<file path="src/hdl/assert_macros.svh">
// Assertion macros used by the allocator RTL. They expand to nothing in synthesis.
`ifndef ASSERT_MACROS_SVH
`define ASSERT_MACROS_SVH

`ifndef SYNTHESIS

`define ASSERT_PROP(label, clk, rst, prop, msg) \
  label: assert property (@(posedge clk) disable iff (rst) prop) else $error(msg);

`define ASSERT_NEVER(label, clk, rst, expr, msg) \
  label: assert property (@(posedge clk) disable iff (rst) !(expr)) else $error(msg);

`else

`define ASSERT_PROP(label, clk, rst, prop, msg)

`define ASSERT_NEVER(label, clk, rst, expr, msg)

`endif

`endif

</file>
<file path="src/hdl/fpfa_pkg.sv">
`default_nettype none

package fpfa_pkg;

  localparam logic [1:0] MODE_LOAD  = 2'd0;
  localparam logic [1:0] MODE_ALLOC = 2'd1;
  localparam logic [1:0] MODE_CLEAR = 2'd2;

  localparam logic [1:0] POLICY_FIRST = 2'd0;
  localparam logic [1:0] POLICY_BEST  = 2'd1;
  localparam logic [1:0] POLICY_WORST = 2'd2;

  localparam int CFG_INDEX_BITS = 2;
  localparam int CFG_DATA_BITS  = 5;
  localparam logic [CFG_INDEX_BITS-1:0] CFG_FIT_POLICY  = 2'd0;
  localparam logic [CFG_INDEX_BITS-1:0] CFG_BLOCK_COUNT = 2'd1;

  typedef enum logic [1:0] {
    ST_IDLE,
    ST_SCAN,
    ST_DONE
  } state_t;

  typedef struct packed {
    logic load;
    logic clear;
    logic mark;
  } cmd_t;

  typedef struct packed {
    logic valid;
    logic found;
  } scan_t;

endpackage

`default_nettype wire

</file>
<file path="src/hdl/fpfa_cell.sv">
`default_nettype none

module fpfa_cell #(
  parameter int IDX_BITS  = 4,
  parameter int SIZE_BITS = 32,
  parameter int CNT_BITS  = 5,
  parameter int INDEX     = 0
) (
  input  wire                  clk,
  input  wire                  rst,
  input  fpfa_pkg::cmd_t       cmd,
  input  wire [IDX_BITS-1:0]   cmd_index,
  input  wire [SIZE_BITS-1:0]  load_size,
  input  wire [SIZE_BITS-1:0]  req,
  input  wire [1:0]            policy,
  input  wire [CNT_BITS-1:0]   limit,
  input  fpfa_pkg::scan_t      in_ctrl,
  input  wire [IDX_BITS-1:0]   in_pick,
  input  wire [SIZE_BITS-1:0]  in_best,
  output fpfa_pkg::scan_t      out_ctrl,
  output logic [IDX_BITS-1:0]  out_pick,
  output logic [SIZE_BITS-1:0] out_best
);

  logic [SIZE_BITS-1:0] size;
  logic                 used;
  logic                 hit;
  logic                 fit;
  logic                 take;
  logic [SIZE_BITS-1:0] left;

  assign hit  = (cmd_index == IDX_BITS'(INDEX));
  assign left = size - req;
  assign fit  = in_ctrl.valid && (CNT_BITS'(INDEX) < limit) && !used && (size >= req);

  always_comb begin
    take = 1'b0;
    if (fit) begin
      if (!in_ctrl.found) begin
        take = 1'b1;
      end else if (policy == fpfa_pkg::POLICY_BEST) begin
        take = (left < in_best);
      end else if (policy == fpfa_pkg::POLICY_WORST) begin
        take = (left > in_best);
      end
    end
  end

  always_ff @(posedge clk) begin
    if (rst) begin
      used <= 1'b0;
    end else if (cmd.clear) begin
      used <= 1'b0;
    end else if (cmd.mark && hit) begin
      used <= 1'b1;
    end
  end

  always_ff @(posedge clk) begin
    if (cmd.load && hit) begin
      size <= load_size;
    end
  end

  always_ff @(posedge clk) begin
    if (rst) begin
      out_ctrl <= '0;
    end else begin
      out_ctrl.valid <= in_ctrl.valid;
      out_ctrl.found <= in_ctrl.found || fit;
    end
  end

  always_ff @(posedge clk) begin
    out_pick <= take ? IDX_BITS'(INDEX) : in_pick;
    out_best <= take ? left : in_best;
  end

endmodule

`default_nettype wire

</file>
<file path="src/hdl/fixed_partition_fit_allocator.sv">
// Fixed-partition allocator with first, best and worst fit policies.
// Requests arrive on the s_ channel; s_tuser carries the mode (load, allocate, clear).
// A load writes one partition size and a clear frees every partition; both are
// taken only while idle and give no result. An allocate request sends a scan
// token down a row of MAX_BLOCKS cells, one cell per cycle, and m_tvalid rises
// once the token has left the last cell and passed the result registers into
// the output register; the next request can be taken in the cycle m_tvalid rises.
// The walk of the token along the cell row paces the allocates; one allocate is in
// progress at a time and s_tready is low until its result is in the output register.
// A result waiting on a stalled m_ side does not stop loads, clears or the scan of
// the next allocate; that scan holds at its end until the output register frees.
// fit_policy and block_count are written on the cfg_ channel, which is always ready,
// and are to be written only while the block is idle.
// Reset frees every partition and clears both registers; partition sizes must be
// loaded before they are used.

`default_nettype none

`include "assert_macros.svh"

module fixed_partition_fit_allocator #(
  parameter int MAX_BLOCKS = 16,
  parameter int SIZE_BITS  = 32
) (
  input  wire         clk,
  input  wire         rst,
  input  wire         s_tvalid,
  output logic        s_tready,
  input  wire  [71:0] s_tdata,   // load_index[3:0], block_size[35:4], request_size[67:36]
  input  wire  [1:0]  s_tuser,   // mode[1:0]
  output logic        m_tvalid,
  input  wire         m_tready,
  output logic [39:0] m_tdata,   // granted_index[3:0], leftover[35:4]
  output logic [0:0]  m_tuser,   // granted[0]
  input  wire         cfg_valid,
  output logic        cfg_ready,
  input  wire  [fpfa_pkg::CFG_INDEX_BITS-1:0] cfg_index,
  input  wire  [fpfa_pkg::CFG_DATA_BITS-1:0]  cfg_data
);

  localparam int IDX_BITS = (MAX_BLOCKS > 1) ? $clog2(MAX_BLOCKS) : 1;
  localparam int CNT_BITS = $clog2(MAX_BLOCKS + 1);
  localparam int LI_BITS  = (IDX_BITS > 4) ? IDX_BITS + 1 : 5;

  fpfa_pkg::state_t state;
  fpfa_pkg::state_t state_next;

  logic [1:0]           policy;
  logic [CNT_BITS-1:0]  limit;
  logic [SIZE_BITS-1:0] req;
  logic                 launch_valid;
  logic                 res_found;
  logic [IDX_BITS-1:0]  res_pick;
  logic [SIZE_BITS-1:0] res_best;

  logic                 in_accept;
  logic                 put_result;
  logic [LI_BITS-1:0]   li_wide;
  logic                 li_ok;
  fpfa_pkg::cmd_t       cmd;
  logic [IDX_BITS-1:0]  cmd_index;
  logic [SIZE_BITS-1:0] load_size;

  fpfa_pkg::scan_t      ctrl_chain [MAX_BLOCKS+1];
  logic [IDX_BITS-1:0]  pick_chain [MAX_BLOCKS+1];
  logic [SIZE_BITS-1:0] best_chain [MAX_BLOCKS+1];
  logic [MAX_BLOCKS:0]  chain_valid;

  assign cfg_ready = 1'b1;
  assign in_accept = s_tvalid && s_tready;
  assign li_wide   = LI_BITS'(s_tdata[3:0]);
  assign li_ok     = (li_wide < LI_BITS'(MAX_BLOCKS));
  assign load_size = SIZE_BITS'(s_tdata[35:4]);

  always_ff @(posedge clk) begin
    if (rst) begin
      state <= fpfa_pkg::ST_IDLE;
    end else begin
      state <= state_next;
    end
  end

  always_comb begin
    state_next = state;
    s_tready   = 1'b0;
    put_result = 1'b0;
    unique case (state)
      fpfa_pkg::ST_IDLE: begin
        s_tready = 1'b1;
        if (s_tvalid && (s_tuser == fpfa_pkg::MODE_ALLOC)) begin
          state_next = fpfa_pkg::ST_SCAN;
        end
      end
      fpfa_pkg::ST_SCAN: begin
        if (ctrl_chain[MAX_BLOCKS].valid) begin
          state_next = fpfa_pkg::ST_DONE;
        end
      end
      fpfa_pkg::ST_DONE: begin
        if (!m_tvalid || m_tready) begin
          put_result = 1'b1;
          state_next = fpfa_pkg::ST_IDLE;
        end
      end
      default: begin
        state_next = fpfa_pkg::ST_IDLE;
      end
    endcase
  end

  always_comb begin
    cmd.load  = in_accept && (s_tuser == fpfa_pkg::MODE_LOAD) && li_ok;
    cmd.clear = in_accept && (s_tuser == fpfa_pkg::MODE_CLEAR);
    cmd.mark  = put_result && res_found;
    cmd_index = put_result ? res_pick : li_wide[IDX_BITS-1:0];
  end

  always_ff @(posedge clk) begin
    if (rst) begin
      policy <= fpfa_pkg::POLICY_FIRST;
      limit  <= '0;
    end else if (cfg_valid && cfg_ready) begin
      if (cfg_index == fpfa_pkg::CFG_FIT_POLICY) begin
        policy <= cfg_data[1:0];
      end else if (cfg_index == fpfa_pkg::CFG_BLOCK_COUNT) begin
        if (32'(cfg_data) > 32'(MAX_BLOCKS)) begin
          limit <= CNT_BITS'(MAX_BLOCKS);
        end else begin
          limit <= CNT_BITS'(cfg_data);
        end
      end
    end
  end

  always_ff @(posedge clk) begin
    if (rst) begin
      launch_valid <= 1'b0;
    end else begin
      launch_valid <= in_accept && (s_tuser == fpfa_pkg::MODE_ALLOC);
    end
  end

  always_ff @(posedge clk) begin
    if (in_accept && (s_tuser == fpfa_pkg::MODE_ALLOC)) begin
      req <= SIZE_BITS'(s_tdata[67:36]);
    end
  end

  always_ff @(posedge clk) begin
    if (rst) begin
      res_found <= 1'b0;
    end else if (ctrl_chain[MAX_BLOCKS].valid) begin
      res_found <= ctrl_chain[MAX_BLOCKS].found;
    end
  end

  always_ff @(posedge clk) begin
    if (ctrl_chain[MAX_BLOCKS].valid) begin
      res_pick <= pick_chain[MAX_BLOCKS];
      res_best <= best_chain[MAX_BLOCKS];
    end
  end

  always_ff @(posedge clk) begin
    if (rst) begin
      m_tvalid <= 1'b0;
    end else if (put_result) begin
      m_tvalid <= 1'b1;
    end else if (m_tready) begin
      m_tvalid <= 1'b0;
    end
  end

  always_ff @(posedge clk) begin
    if (put_result) begin
      m_tuser <= res_found;
      if (res_found) begin
        m_tdata <= {4'd0, 32'(res_best), 4'(res_pick)};
      end else begin
        m_tdata <= '0;
      end
    end
  end

  assign ctrl_chain[0]  = '{valid: launch_valid, found: 1'b0};
  assign pick_chain[0]  = '0;
  assign best_chain[0]  = '0;
  assign chain_valid[0] = ctrl_chain[0].valid;

  for (genvar i = 0; i < MAX_BLOCKS; i++) begin : g_cell
    fpfa_cell #(
      .IDX_BITS  (IDX_BITS),
      .SIZE_BITS (SIZE_BITS),
      .CNT_BITS  (CNT_BITS),
      .INDEX     (i)
    ) u_cell (
      .clk       (clk),
      .rst       (rst),
      .cmd       (cmd),
      .cmd_index (cmd_index),
      .load_size (load_size),
      .req       (req),
      .policy    (policy),
      .limit     (limit),
      .in_ctrl   (ctrl_chain[i]),
      .in_pick   (pick_chain[i]),
      .in_best   (best_chain[i]),
      .out_ctrl  (ctrl_chain[i+1]),
      .out_pick  (pick_chain[i+1]),
      .out_best  (best_chain[i+1])
    );
    assign chain_valid[i+1] = ctrl_chain[i+1].valid;
  end

  `ASSERT_PROP(a_one_token, clk, rst, $onehot0(chain_valid), "more than one scan token in the cell row")
  `ASSERT_PROP(a_end_in_scan, clk, rst, chain_valid[MAX_BLOCKS] |-> (state == fpfa_pkg::ST_SCAN), "scan token left the row outside a scan")
  `ASSERT_NEVER(a_denied_clean, clk, rst, m_tvalid && !m_tuser[0] && (m_tdata != '0), "refused request carries a non-zero index or leftover")

endmodule

`default_nettype wire

</file>
<file path="config.mk">
export PLATFORM = sky130hd
export DESIGN_NAME = fixed_partition_fit_allocator
export DESIGN_NICKNAME = d
export VERILOG_FILES = /design/src/hdl/fpfa_pkg.sv /design/src/hdl/fpfa_cell.sv /design/src/hdl/fixed_partition_fit_allocator.sv
export VERILOG_INCLUDE_DIRS = /design/src /design/src/hdl
export SDC_FILE = /design/constraint.sdc
export NUM_CORES = 2
export LEC_CHECK = 0
export BUFFER_PORTS_ARGS = -buffer_cell sky130_fd_sc_hd__buf_2
export CORE_MARGIN = 3
export CORE_UTILIZATION = 50
export DETAILED_ROUTE_END_ITERATION = 8
export PLACE_DENSITY_LB_ADDON = 0.05
export SYNTH_ARGS = -nofsm -noshare
export SYNTH_HDL_FRONTEND = slang
export SYNTH_HIERARCHICAL = 1
export SYNTH_SLANG_ARGS = --single-unit
</file>
<file path="constraint.sdc">
create_clock -name clk -period 5.8 [get_ports clk]
set_input_delay 0.29 -clock clk [delete_from_list [all_inputs] [get_ports clk]]
set_output_delay 0.29 -clock clk [all_outputs]
set_load 0.005 [all_outputs]
</file>
==> key figures <==
Status
  – Status: completed

Synth
  – Top cell type's share of synthesized area: 0.218
  – Dominant cell type by area after synthesis: edfxtp_1
  – Most frequent cell after synthesis: inv_1
  – Synth cell types: about 140
  – Avg Synthesized Cell Area: about 9.7 sq um
  – Cells after Synth: ~8.8k
  – Post-synth ARST share: 0
  – Seq cells post-synth: between 1k and 1.5k
  – Most frequent cells after synthesis: 1192 x inv_1, 1024 x ha_1, 802 x a21oi_1
  – Top post-synthesis cells by area: edfxtp_1 22%, ha_1 15%, dfxtp_1 15%
  – Main flop type after synthesis: dfxtp_1
  – Synth warnings: 6
  – Mapped Area: about 0.085 sq mm
  – Sequential share of the synthesized area: 0.368
  – Number of enable flip-flop cells after synthesis: 617

CTS
  – Worst-path clk slew: 60 ps
  – CTS tree: built
  – Clk root buf: clkbuf_16
  – Total CTS buffers: ~150
  – Clock Sinks: around 1.3k
  – CTS H-tree lvls: 4
  – Worst-case clock buffer depth: 3
  – Clk_lat worst skew: approximately 800 ps

Global routing
  – Gr ovfl total: 0
  – Vias in the first global route: roughly 64k
  – Initial antenna violation count: 29
  – Pin count of the biggest net entering global routing: between 60 and 70
  – First-pass GRT wire length: between 400 and 500 mm
  – Global-route usage over all layers: 0.327

Worst setup path
  – Critical Path Source Type: register
  – Critical Path Sink: g_cell[15].u_cell/out_best[17]
  – Worst EP required: around 6500 ps
  – Critical path origin: req[9]
  – Critical path class: reg2reg
  – Critical Path Fanout Max: 17
  – R2r setup slk: 160 ps
  – Reg2reg end: g_cell[15].u_cell/out_best[17]
  – FF-to-FF path depth: 21
  – Critical path data arrival time: around 6300 ps
  – Crit end category: register
  – Reg-to-Reg Start: req[9]

Cells and area
  – Final Non-Filler Cells: roughly 12k
  – Share of cells above drive strength 1: 0.132
  – Layout overhead on the synthesized area: 12.6%
  – Final net count: slightly above 10k

Floorplanning
  – Site Rows: 150
  – Die Ht: about 420 um
  – Starting density of the core: 0.505
  – Core Region: about 0.17 sq mm
  – Die area: roughly 0.17 sq mm
  – Die X: approximately 420 um
  – Io pins: 130

Power and ir drop
  – Psw: just under 6 mW
  – Internal Pwr Total: roughly 16 mW
  – Seq pwr share: 0.443
  – Combinational fraction of design power: 0.131
  – VDD IR max: about 290 uV
  – Clk pwr share: 0.426
  – Sw Ratio: 0.268
  – PD cells: between 200 and 250 mW/mm^2
  – Standby leakage power: ~43 nW

Placement
  – GP Congestion: approximately 0.94
  – Placed cell count: 11.2k
  – Place WS: 27.1 ps
  – Buffers on Ports: 120
  – HPWL Detailed: 218 mm

Timing
  – Fmax: between 150 and 200 MHz
  – Worst Tran Pin Value: ~1100 ps
  – Final setup viols: 0
  – Relative slew slack: 0.235
  – Period utilization: 0.972
  – RSZ-0062 raised after global routing: yes
  – Worst setup margin: 163 ps
  – Final Hold Fails: 0
  – Max-slew violation count: 0
  – Clock skew: approximately 27 ps
  – Crit path time final: between 5000 and 6000 ps

Drt
  – Post-route ant nets: 0
  – Routed Wire Length: a little under 300 mm
  – WL/cell: about 25 um
  – DRT iter0 DRCs: approximately 6.1k
  – Vias after detailed routing: 67.5k
  – Via-to-Cell Ratio: just under 6
  – Post-route DRC: 0
  – DRT Pass-1 Iters: 6

Run
  – Max Cap Violations: 0

Hold path
  – HP Class: in2reg
registers in the layout, indices dropped and copies added, names as in the netlist:
| signal | flops |
|---|---|
| g_cell.u_cell/used | 16 |
| g_cell.u_cell/out_pick | 64 |
| g_cell.u_cell/out_best | 512 |
| req | 32 |
| launch_valid | 1 |
| limit | 5 |
| state | 2 |
| g_cell.u_cell/size | 512 |
| res_pick | 4 |
| m_tvalid | 1 |
| res_found | 1 |
| m_tuser | 1 |
| policy | 2 |
| res_best | 32 |
| m_tdata | 36 |
| g_cell.u_cell/out_ctrl | 32 |
area by class of cell:
type,count,area [sq um]
Antenna cell,8,20.0
Clock buffer,203,4170
Clock inverter,70,736
Fill cell,14900,72400
Inverter,1192,4470
Multi-Input combinational cell,6208,48500
Sequential cell,1253,31300
Tap cell,2204,2760
Timing Repair Buffer,412,3670
critical path: stages (launching register included):
cell and delay [ps]:
edfxtp_1 380, buf_12 200, buf_12 180, inv_1 110
ha_1 380, a21oi_1 160, o21a_1 160, o21ai_1 100
a211oi_4 420, o31ai_1 160, buf_4 180, a221oi_1 340
xnor2_1 170, ha_1 340, nand4_1 180, or4_4 620
nor3_2 220, or4_1 150, a21oi_2 80, a211oi_4 370
clkbuf_16 270, mux2_1 330
routing by layer:
metal / routed length, um / share of wire / global-route usage / vias up
li1: - / - / - / 32200
met2: 137000 / 0.47 / 0.547 / 2258
met1: 121000 / 0.42 / 0.417 / 32400
met5: 34 / 0.00012 / 0 / -
met4: 15600 / 0.053 / 0.149 / 4
met3: 18700 / 0.064 / 0.0469 / 557
logic make-up after synthesis:
family          Yosys count  share of synthesized area
compound gates         2131                      0.164
buf+inv                1365                     0.0670
simple gates           2004                      0.123
xor+xnor                430                     0.0444
fa+ha+maj              1040                      0.155
other cells               2                  0.0000885
mux                     528                     0.0779
flops                  1253                      0.368
through the flow:
step / cell area, sq um / hold WS [ps] / power (mW) / utilization / setup TNS [ps]
final: 95600 / 64.3 / 22.0 / 0.569 / 0
after global routing: 95600 / 63.4 / 22.8 / 0.569 / -612
after CTS: 95200 / 11.4 / 22.1 / 0.567 / 0
after detailed placement: 89800 / 389 / 12.7 / 0.534 / 0
after global placement: 89800 / 393 / 12.6 / 0.534 / 0
after floorplan: 85100 / 359 / 11.6 / - / 0
power by group through the flow:
stage / Sequential, mW / Clock [mW] / Combinational, mW
finish: 9.73 / 9.37 / 2.87
global route: 9.74 / 9.91 / 3.15
CTS: 9.73 / 9.56 / 2.82
detailed placement: 9.92 / 0 / 2.77
global placement: 9.93 / 0 / 2.71
floorplan: 9.81 / 0 / 1.81
what timing repair did:
action                                 CTS  global route
setup buffers                            0             9
endpoints found under the hold margin   43             0
hold buffers                            50             0
setup endpoints to repair                4           426
resized for setup                        1            60
pin swaps                                0             8
cloned                                   0             2
cell usage in the layout (no fill, tap or decap), types with 26 or more instances in the layout:
cell | synthesis | routed
inv_1 | 1192 | 1191
ha_1 | 1024 | 1021
a21oi_1 | 802 | 794
dfxtp_1 | 636 | 633
edfxtp_1 | 617 | 617
nand2_1 | 511 | 511
nor2_1 | 365 | 363
o21ai_0 | 326 | 326
xnor2_1 | 283 | 283
a21o_1 | 274 | 273
mux2_2 | 205 | 205
nand4_1 | 193 | 193
mux2_4 | 192 | 192
buf_4 | 15 | 181
nand3_1 | 159 | 159
clkbuf_16 | 0 | 151
xor2_1 | 147 | 144
buf_2 | 19 | 119
nor2b_1 | 113 | 113
and2_1 | 105 | 103
nor3_1 | 106 | 102
nand2b_1 | 98 | 98
mux2_1 | 89 | 89
o211ai_1 | 78 | 78
conb_1 | 2 | 74
o21a_1 | 68 | 66
o21bai_1 | 60 | 60
and3_1 | 57 | 57
buf_12 | 11 | 57
dlygate4sd3_1 | 0 | 50
and4_1 | 48 | 48
a211oi_1 | 52 | 46
a31oi_1 | 45 | 44
mux2i_1 | 42 | 42
nor4_1 | 44 | 41
or2_2 | 41 | 41
o21ai_1 | 36 | 34
a21boi_0 | 37 | 33
clkbuf_1 | 85 | 31
a21oi_2 | 18 | 26
worst min path at each step:
stage                                             start                            end  slack [ps]  cells after the start
after detailed placement  g_cell[15].u_cell/out_pick[2]                    res_pick[2]         390                      0
after global placement    g_cell[15].u_cell/out_pick[1]                    res_pick[1]         390                      0
final                                      cfg_index[1]                       limit[1]          60                      4
after global routing                       cfg_index[1]                       limit[0]          60                      4
after floorplan                                     rst  g_cell[11].u_cell/out_ctrl[0]         360                      1
after CTS                                  cfg_index[1]                       limit[1]          10                      4
Note: power is estimated with default switching activity, not from simulation.
